===== config.mk =====
export PLATFORM = sky130hd
export DESIGN_NAME = rgb_to_hsv_pixel_top
export DESIGN_NICKNAME = d
export VERILOG_FILES = /design/src/sv/rgbhsv_pkg.sv /design/src/sv/rgbhsv_front.sv /design/src/sv/rgbhsv_prep.sv /design/src/sv/rgbhsv_div.sv /design/src/sv/rgb_to_hsv_pixel_top.sv
export SDC_FILE = /design/constraint.sdc
export NUM_CORES = 1
export LEC_CHECK = 0
export BUFFER_PORTS_ARGS = -buffer_cell sky130_fd_sc_hd__buf_2
export CELL_PAD_IN_SITES_DETAIL_PLACEMENT = 0
export CELL_PAD_IN_SITES_GLOBAL_PLACEMENT = 1
export CORE_UTILIZATION = 46
export CTS_BUF_LIST = sky130_fd_sc_hd__clkbuf_4
export DETAILED_ROUTE_END_ITERATION = 6
export GPL_TIMING_DRIVEN = 1
export PLACE_DENSITY_LB_ADDON = 0.3
export SETUP_SLACK_MARGIN = 0.05
export SYNTH_ARGS = -nofsm -noshare
export SYNTH_HDL_FRONTEND = slang
export SYNTH_SLANG_ARGS = --single-unit

===== constraint.sdc =====
create_clock -name clk_i -period 5.6 [get_ports clk_i]
set_clock_uncertainty 0.15 [all_clocks]
set_input_delay 1.4 -clock clk_i [delete_from_list [all_inputs] [get_ports clk_i]]
set_output_delay 1.4 -clock clk_i [all_outputs]
set_load 0.01 [all_outputs]

===== src/sv/rgbhsv_pkg.sv =====
// Shared types and constants for the RGB to HSV pixel converter.
`default_nettype none

package rgbhsv_pkg;

  localparam int unsigned ChanW     = 8;
  localparam int unsigned NumW      = 11;  // sector numerator, below 6 * 255
  localparam int unsigned QuotW     = 8;
  localparam int unsigned StepBits  = 2;   // quotient bits per divider stage
  localparam int unsigned DivStages = QuotW / StepBits;

  localparam int unsigned HueNumW = 19;    // N * S + 3d
  localparam int unsigned HueDenW = 11;    // 6d
  localparam int unsigned SatNumW = 17;    // 510d + max
  localparam int unsigned SatDenW = 9;     // 2 * max

  // Front, prep, divider stages, output register.
  localparam int unsigned Latency = 3 + DivStages;

  localparam logic [ChanW-1:0] HueScaleStd  = 8'd180;
  localparam logic [ChanW-1:0] HueScaleByte = 8'd255;

  typedef struct packed {
    logic [ChanW-1:0] mx;
    logic [ChanW-1:0] d;
    logic [NumW-1:0]  n;
    logic             zero;
    logic             scale_full;
    logic [ChanW-1:0] alpha;
  } front_t;

  typedef struct packed {
    logic [HueNumW-1:0] hue_num;
    logic [HueDenW-1:0] hue_den;
    logic [SatNumW-1:0] sat_num;
    logic [SatDenW-1:0] sat_den;
  } div_op_t;

  typedef struct packed {
    logic             zero;
    logic             scale_full;
    logic [ChanW-1:0] mx;
    logic [ChanW-1:0] alpha;
  } side_t;

endpackage

`default_nettype wire


===== src/sv/rgbhsv_front.sv =====
// Front stage: max, min, chroma and hue sector numerator.
`default_nettype none

module rgbhsv_front (
  input  wire logic                         clk_i,
  input  wire logic                         rst_ni,
  input  wire logic                         valid_i,
  input  wire logic [rgbhsv_pkg::ChanW-1:0] red_i,
  input  wire logic [rgbhsv_pkg::ChanW-1:0] green_i,
  input  wire logic [rgbhsv_pkg::ChanW-1:0] blue_i,
  input  wire logic [rgbhsv_pkg::ChanW-1:0] alpha_i,
  input  wire logic                         scale_full_i,
  output logic                              valid_o,
  output rgbhsv_pkg::front_t                front_o
);

  logic [rgbhsv_pkg::ChanW-1:0] mx, mn, d;
  logic [rgbhsv_pkg::NumW-1:0]  n;
  rgbhsv_pkg::front_t           front_d, front_q;
  logic                         valid_q;

  always_comb begin
    mx = red_i;
    mn = red_i;
    if (green_i > mx) mx = green_i;
    if (blue_i > mx)  mx = blue_i;
    if (green_i < mn) mn = green_i;
    if (blue_i < mn)  mn = blue_i;
    d = mx - mn;

    // Red wins ties, then green.
    if (mx == red_i) begin
      if (green_i >= blue_i) begin
        n = rgbhsv_pkg::NumW'(green_i - blue_i);
      end else begin
        n = rgbhsv_pkg::NumW'({d, 2'b00}) + rgbhsv_pkg::NumW'({d, 1'b0})
            - rgbhsv_pkg::NumW'(blue_i - green_i);
      end
    end else if (mx == green_i) begin
      n = rgbhsv_pkg::NumW'({d, 1'b0}) + rgbhsv_pkg::NumW'(blue_i)
          - rgbhsv_pkg::NumW'(red_i);
    end else begin
      n = rgbhsv_pkg::NumW'({d, 2'b00}) + rgbhsv_pkg::NumW'(red_i)
          - rgbhsv_pkg::NumW'(green_i);
    end

    front_d.mx         = mx;
    front_d.d          = d;
    front_d.n          = n;
    front_d.zero       = (d == '0);   // grey or black: hue and saturation are 0
    front_d.scale_full = scale_full_i;
    front_d.alpha      = alpha_i;
  end

  always_ff @(posedge clk_i or negedge rst_ni) begin
    if (!rst_ni) begin
      valid_q <= 1'b0;
    end else begin
      valid_q <= valid_i;
    end
  end

  always_ff @(posedge clk_i) begin
    front_q <= front_d;
  end

  assign valid_o = valid_q;
  assign front_o = front_q;

endmodule

`default_nettype wire


===== src/sv/rgbhsv_prep.sv =====
// Prep stage: scale the hue numerator and form both divider operands.
`default_nettype none

module rgbhsv_prep (
  input  wire logic                clk_i,
  input  wire logic                rst_ni,
  input  wire logic                valid_i,
  input  wire rgbhsv_pkg::front_t  front_i,
  output logic                     valid_o,
  output rgbhsv_pkg::div_op_t      op_o,
  output rgbhsv_pkg::side_t        side_o
);

  logic [rgbhsv_pkg::ChanW-1:0] scale;
  rgbhsv_pkg::div_op_t          op_d, op_q;
  rgbhsv_pkg::side_t            side_d, side_q;
  logic                         valid_q;

  always_comb begin
    scale = front_i.scale_full ? rgbhsv_pkg::HueScaleByte : rgbhsv_pkg::HueScaleStd;

    // hue = floor((N*S + 3d) / 6d)
    op_d.hue_num = rgbhsv_pkg::HueNumW'(front_i.n) * rgbhsv_pkg::HueNumW'(scale)
                 + rgbhsv_pkg::HueNumW'({front_i.d, 1'b0})
                 + rgbhsv_pkg::HueNumW'(front_i.d);
    op_d.hue_den = rgbhsv_pkg::HueDenW'({front_i.d, 2'b00})
                 + rgbhsv_pkg::HueDenW'({front_i.d, 1'b0});

    // sat = floor((510d + max) / 2max)
    op_d.sat_num = rgbhsv_pkg::SatNumW'({front_i.d, 9'b0})
                 - rgbhsv_pkg::SatNumW'({front_i.d, 1'b0})
                 + rgbhsv_pkg::SatNumW'(front_i.mx);
    op_d.sat_den = {front_i.mx, 1'b0};

    side_d.zero       = front_i.zero;
    side_d.scale_full = front_i.scale_full;
    side_d.mx         = front_i.mx;
    side_d.alpha      = front_i.alpha;
  end

  always_ff @(posedge clk_i or negedge rst_ni) begin
    if (!rst_ni) begin
      valid_q <= 1'b0;
    end else begin
      valid_q <= valid_i;
    end
  end

  always_ff @(posedge clk_i) begin
    op_q   <= op_d;
    side_q <= side_d;
  end

  assign valid_o = valid_q;
  assign op_o    = op_q;
  assign side_o  = side_q;

endmodule

`default_nettype wire


===== src/sv/rgbhsv_div.sv =====
// Pipelined restoring divider, a few quotient bits per stage.
`default_nettype none

module rgbhsv_div #(
  parameter int unsigned NUM_W = rgbhsv_pkg::HueNumW,
  parameter int unsigned DEN_W = rgbhsv_pkg::HueDenW
) (
  input  wire logic                          clk_i,
  input  wire logic [NUM_W-1:0]              num_i,
  input  wire logic [DEN_W-1:0]              den_i,
  output logic      [rgbhsv_pkg::QuotW-1:0]  quot_o
);

  localparam int unsigned QW     = rgbhsv_pkg::QuotW;
  localparam int unsigned SB     = rgbhsv_pkg::StepBits;
  localparam int unsigned STAGES = rgbhsv_pkg::DivStages;
  localparam int unsigned SHW    = DEN_W + QW - 1;
  localparam int unsigned W      = (NUM_W > SHW) ? NUM_W : SHW;

  // Quotient is known to fit QW bits: num < den * 2**QW.
  logic [W-1:0]     rem_q  [STAGES];
  logic [DEN_W-1:0] den_q  [STAGES];
  logic [QW-1:0]    quot_q [STAGES];

  for (genvar s = 0; s < STAGES; s++) begin : g_stage
    logic [W-1:0]     rem_in, rem_out;
    logic [DEN_W-1:0] den_in;
    logic [QW-1:0]    quot_in, quot_out;

    if (s == 0) begin : g_first
      assign rem_in  = W'(num_i);
      assign den_in  = den_i;
      assign quot_in = '0;
    end else begin : g_next
      assign rem_in  = rem_q[s-1];
      assign den_in  = den_q[s-1];
      assign quot_in = quot_q[s-1];
    end

    always_comb begin
      logic [W-1:0] trial;
      rem_out  = rem_in;
      quot_out = quot_in;
      for (int k = 0; k < SB; k++) begin
        trial = W'(den_in) << (QW - 1 - s * SB - k);
        if (rem_out >= trial) begin
          rem_out = rem_out - trial;
          quot_out[QW - 1 - s * SB - k] = 1'b1;
        end
      end
    end

    always_ff @(posedge clk_i) begin
      rem_q[s]  <= rem_out;
      den_q[s]  <= den_in;
      quot_q[s] <= quot_out;
    end
  end

  assign quot_o = quot_q[STAGES-1];

endmodule

`default_nettype wire


===== src/sv/rgb_to_hsv_pixel_top.sv =====
// Top level of the RGB to HSV pixel converter.
// From the start beat, a pixel passes the front, prep, divider and output registers to the result strobe.
// Throughput: one pixel per cycle; busy stays low, so start may be held high.
// The hue and saturation divides run in a 4-stage restoring divider, 2 bits per stage.
// Reset (async, active low) clears all valid bits and the hue scale bit (scale 180).
// The receiver cannot stall: each result shows for exactly one cycle.
`default_nettype none

module rgb_to_hsv_pixel_top (
  input  wire logic       clk_i,
  input  wire logic       rst_ni,
  input  wire logic       start,
  output logic            busy,
  input  wire logic [7:0] red_i,
  input  wire logic [7:0] green_i,
  input  wire logic [7:0] blue_i,
  input  wire logic [7:0] alpha_i,
  input  wire logic       hue_scale_full_byte_we_i,
  input  wire logic       hue_scale_full_byte_i,
  output logic            result_valid_o,
  output logic      [7:0] hue_o,
  output logic      [7:0] saturation_o,
  output logic      [7:0] brightness_o,
  output logic      [7:0] alpha_out_o
);

  localparam int unsigned STAGES = rgbhsv_pkg::DivStages;

  // Config register: hue full scale 180 (0) or 255 (1).
  logic scale_full_q;

  always_ff @(posedge clk_i or negedge rst_ni) begin
    if (!rst_ni) begin
      scale_full_q <= 1'b0;
    end else if (hue_scale_full_byte_we_i) begin
      scale_full_q <= hue_scale_full_byte_i;
    end
  end

  // Never stalls: a pixel enters on every start beat.
  assign busy = 1'b0;

  // Stage 1: max, min, chroma, sector numerator.
  logic               front_valid;
  rgbhsv_pkg::front_t front;

  rgbhsv_front u_front (
    .clk_i        (clk_i),
    .rst_ni       (rst_ni),
    .valid_i      (start),
    .red_i        (red_i),
    .green_i      (green_i),
    .blue_i       (blue_i),
    .alpha_i      (alpha_i),
    .scale_full_i (scale_full_q),
    .valid_o      (front_valid),
    .front_o      (front)
  );

  // Stage 2: scale the numerator, build dividends and divisors.
  logic                prep_valid;
  rgbhsv_pkg::div_op_t op;
  rgbhsv_pkg::side_t   side;

  rgbhsv_prep u_prep (
    .clk_i   (clk_i),
    .rst_ni  (rst_ni),
    .valid_i (front_valid),
    .front_i (front),
    .valid_o (prep_valid),
    .op_o    (op),
    .side_o  (side)
  );

  // Stages 3 to 6: both divides side by side.
  logic [rgbhsv_pkg::QuotW-1:0] hue_quot, sat_quot;

  rgbhsv_div #(
    .NUM_W (rgbhsv_pkg::HueNumW),
    .DEN_W (rgbhsv_pkg::HueDenW)
  ) u_hue_div (
    .clk_i  (clk_i),
    .num_i  (op.hue_num),
    .den_i  (op.hue_den),
    .quot_o (hue_quot)
  );

  rgbhsv_div #(
    .NUM_W (rgbhsv_pkg::SatNumW),
    .DEN_W (rgbhsv_pkg::SatDenW)
  ) u_sat_div (
    .clk_i  (clk_i),
    .num_i  (op.sat_num),
    .den_i  (op.sat_den),
    .quot_o (sat_quot)
  );

  // Carry valid and sideband alongside the divider stages.
  logic              side_valid_q [STAGES];
  rgbhsv_pkg::side_t side_q       [STAGES];

  always_ff @(posedge clk_i or negedge rst_ni) begin
    if (!rst_ni) begin
      for (int s = 0; s < STAGES; s++) begin
        side_valid_q[s] <= 1'b0;
      end
    end else begin
      side_valid_q[0] <= prep_valid;
      for (int s = 1; s < STAGES; s++) begin
        side_valid_q[s] <= side_valid_q[s-1];
      end
    end
  end

  always_ff @(posedge clk_i) begin
    side_q[0] <= side;
    for (int s = 1; s < STAGES; s++) begin
      side_q[s] <= side_q[s-1];
    end
  end

  // Stage 7: wrap full-scale hue, zero grey and black pixels, drive the beat.
  rgbhsv_pkg::side_t            last;
  logic [rgbhsv_pkg::ChanW-1:0] hue_scale;
  logic [7:0]                   hue_d, sat_d;
  logic                         valid_q, out_full_q;
  logic [7:0]                   hue_q, sat_q, bright_q, alpha_q;

  assign last = side_q[STAGES-1];

  always_comb begin
    hue_scale = last.scale_full ? rgbhsv_pkg::HueScaleByte : rgbhsv_pkg::HueScaleStd;
    hue_d     = (hue_quot >= hue_scale) ? 8'd0 : hue_quot;
    sat_d     = sat_quot;
    if (last.zero) begin
      hue_d = 8'd0;
      sat_d = 8'd0;
    end
  end

  always_ff @(posedge clk_i or negedge rst_ni) begin
    if (!rst_ni) begin
      valid_q <= 1'b0;
    end else begin
      valid_q <= side_valid_q[STAGES-1];
    end
  end

  always_ff @(posedge clk_i) begin
    hue_q      <= hue_d;
    sat_q      <= sat_d;
    bright_q   <= last.mx;
    alpha_q    <= last.alpha;
    out_full_q <= last.scale_full;
  end

  assign result_valid_o = valid_q;
  assign hue_o          = hue_q;
  assign saturation_o   = sat_q;
  assign brightness_o   = bright_q;
  assign alpha_out_o    = alpha_q;

  // Every accepted pixel raises the result strobe once it has passed the pipeline.
  a_latency : assert property (@(posedge clk_i) disable iff (!rst_ni)
    (start && !busy) |-> ##(rgbhsv_pkg::Latency) result_valid_o)
    else $error("result strobe missing after accepted pixel");

  // With the standard scale chosen when the pixel went in, hue stays below 180.
  a_hue_range : assert property (@(posedge clk_i) disable iff (!rst_ni)
    (result_valid_o && !out_full_q) |-> (hue_o < rgbhsv_pkg::HueScaleStd))
    else $error("hue at or above 180 with standard scale");

  // A black pixel yields zero hue and saturation.
  a_black : assert property (@(posedge clk_i) disable iff (!rst_ni)
    (result_valid_o && brightness_o == 8'd0) |-> (hue_o == 8'd0 && saturation_o == 8'd0))
    else $error("nonzero hue or saturation for black pixel");

  // Nothing leaves the pipeline that did not enter it.
  a_no_ghost : assert property (@(posedge clk_i) disable iff (!rst_ni)
    result_valid_o |-> $past(side_valid_q[STAGES-1]))
    else $error("result strobe without a pixel in flight");

endmodule

`default_nettype wire

==> impl_metrics.ini <==
[routing]
wl_per_cell_um = 15.46
wl_um = 59060
vias = 19439
drc_errors = 0
antenna_left = 0
drtIter0Drc = 775
viasPerCell = 5.087
dr.pass1.iters = 5

[logic_synthesis]
synthArstFlopShare = 0.02067
postSynthCellCount = 2585
ys_types = 91
synthesis.nets = 3029
syn_area_per_cell_sq_um = 9.312
ys_seq_area_frac = 0.3235
yosys_register_bits = 387
yosys_warnings = 0
synth_edf_count = 0
synthFlopType = dfxtp_1
syn-cell-area_sq_um = 24070

[worst_setup_path]
start_kind = input pin
cp.arrival_ns = 7.64
crit_fanout = 6
crit_required_ns = 6.15
crit_slowest_cell = fa_1
endpoint_kind = register
critPathKind = in2reg
reg2regPathDepth = 24
critPathMaxStageDelay_ns = 0.55

[clock_tree]
clockBufferDepth = 3
clkTransAtPathRegs_ns = 0.07
htreeDepth = 3
cts_tree = yes
cts_buffers = 98
root_buffer = clkbuf_4
clock_sinks = 387
cts_hold_buf = 0
clk_latency_ns = 0.79

[run_status]
violations = setup timing
status = finished, violations left

[placed_design]
hpwl_um = 48080
numPortBuffers = 69
place_congestion = 0.9687
placed_area_sq_um = 27610

[timing]
drv_slew = 0
tightest_slew_ns = 0.8781
setup_ws_ns = -1.483
setup_tns_ns = -10.39
post-route-period-util = 1.265
fin_crit_ns = 7.083
max_clock_freq_mhz = 141.2
setup_violations = 10
rsz0062_at_grt = yes
hold_viol = 0
slew-limit-headroom = 0.4072

[flow_run]
drv_cap = 0

[floorplan]
fp.coreArea_sq_um = 51510
num_rows = 83
fp.dieH_um = 230.8
initial_core_util = 0.4673
io_pins = 71
dieArea_sq_um = 53250
die_x_um = 230.8

[global_route]
grt.overflow.total = 0
grt_max_degree = 21
grt_pass1_vias = 19807
grt_usage = 0.2220
antenna_found_initial = 1
grt_pass1_wl_um = 95600

[layout]
fin_area_sq_um = 30060
drive_gt1_frac = 0.2621
area_growth_pct = 24.88
final_cell_mix = dfxtp_1 (378), buf_4 (332), inv_1 (301)
layout.cells.most_common = dfxtp_1
utilization = 0.5836
layout.nets = 3509

[worst_hold_path]
whs_path_depth = 0
hold_class = reg2reg
==> state kept, by name, summed over array words and instances, names as in the netlist, 20 cells and up <==
signal	cells
side_q	72
u_hue_div.rem_q	57
u_sat_div.quot_q	20
u_front.front_o	37
u_prep.op_o	53
u_hue_div.den_q	30
u_sat_div.rem_q	48
u_hue_div.quot_q	20
==> metal layers <==
metal	part of all wire	up-vias	GRT usage
met4	0.033	0	0.09230
met3	0.031	111	0.02890
met1	0.44	9084	0.2658
met2	0.50	342	0.3981
met5	0	-	0
li1	-	9902	-
==> cells in the mapped netlist (27+ instances only) <==
| master | count | area, sq um |
|---|---|---|
| nand4_1 | 32 | 200.2 |
| ha_1 | 312 | 3904 |
| xor2_1 | 37 | 324.1 |
| a21oi_1 | 143 | 715.7 |
| nand2_1 | 153 | 574.3 |
| nor2b_1 | 53 | 331.6 |
| mux2_2 | 59 | 664.4 |
| o21ai_0 | 153 | 765.7 |
| and2_1 | 35 | 219.0 |
| o21a_1 | 28 | 210.2 |
| a21boi_0 | 36 | 270.3 |
| nor3_1 | 33 | 165.2 |
| nand2b_1 | 36 | 225.2 |
| fa_1 | 95 | 1902 |
| inv_1 | 313 | 1175 |
| dfxtp_1 | 379 | 7587 |
| a21o_1 | 51 | 382.9 |
| nor2_1 | 167 | 626.9 |
| o21bai_1 | 29 | 217.7 |
| nand3_1 | 27 | 135.1 |
| xnor2_1 | 122 | 1069 |
==> critical path: cells and delay by family <==
kind,cells,cell delay (ns)
AO/OA/AOI/OAI,15,2.53
XOR/XNOR,1,0.13
adder cells (fa/ha/maj),6,1.85
buffers and inverters,7,0.67
multiplexers,2,0.47
AND/OR/NAND/NOR,4,0.55
==> final timing paths <==
| kind | start | end | slack [ns] |
|---|---|---|---|
| min in group asynchronous | rst_ni | result_valid_o | 0.30 |
| worst max-delay path | red_i[1] | u_front.front_o[20] | -1.48 |
| worst min-delay path | u_hue_div.quot_q[1][4] | u_hue_div.quot_q[2][4] | 0.17 |
| worst min register to register | u_hue_div.quot_q[1][4] | u_hue_div.quot_q[2][4] | 0.17 |
| max in group asynchronous | rst_ni | scale_full_q | 4.81 |
| worst max register to register | u_front.front_o[8] | u_prep.op_o[54] | 0.11 |
==> logic make-up after synthesis <==
kind of cell             count (synthesis)  share of synthesized area
AND/OR/NAND/NOR                        633                     0.1341
XOR/XNOR                               159                    0.05785
multiplexers                            83                    0.03779
flip-flops                             387                     0.3235
adder cells (fa/ha/maj)                407                     0.2412
other                                    1                  0.0001558
buffers and inverters                  350                    0.05551
AO/OA/AOI/OAI                          565                     0.1499
==> timing repair <==
item,4_1_cts,5_1_grt
gates cloned,0,1
endpoints found under the hold margin,0,0
setup buffers,26,28
pin swaps,54,107
setup endpoints to repair,41,101
gates resized for setup,71,137
==> per-stage QoR <==
| stage | std cells | setup slack, ns | hold WS, ns |
|---|---|---|---|
| after detailed placement | 3590 | -2.410 | 0.1621 |
| after global placement | 3590 | -2.279 | 0.1595 |
| after CTS | 3791 | -1.287 | 0.1720 |
| after floorplan | 2585 | -2.313 | 0.1596 |
| after global routing | 3821 | -1.643 | 0.1804 |
| final | 3821 | -1.483 | 0.1699 |
==> cell type report <==
| cell class | count | area, sq um |
|---|---|---|
| diodes | 1 | 2.502 |
| clock inverters | 34 | 160.2 |
| inverters | 314 | 1187 |
| multi-input cells | 1849 | 15950 |
| fillers | 4602 | 21450 |
| repair buffers | 415 | 3058 |
| clock buffers | 141 | 1059 |
| well taps | 680 | 850.8 |
| flip-flops and latches | 387 | 7791 |
Power is left out: the tool's default activity adds up to more than one toggle a clock period on the data nets, which glitch-free logic cannot reach.
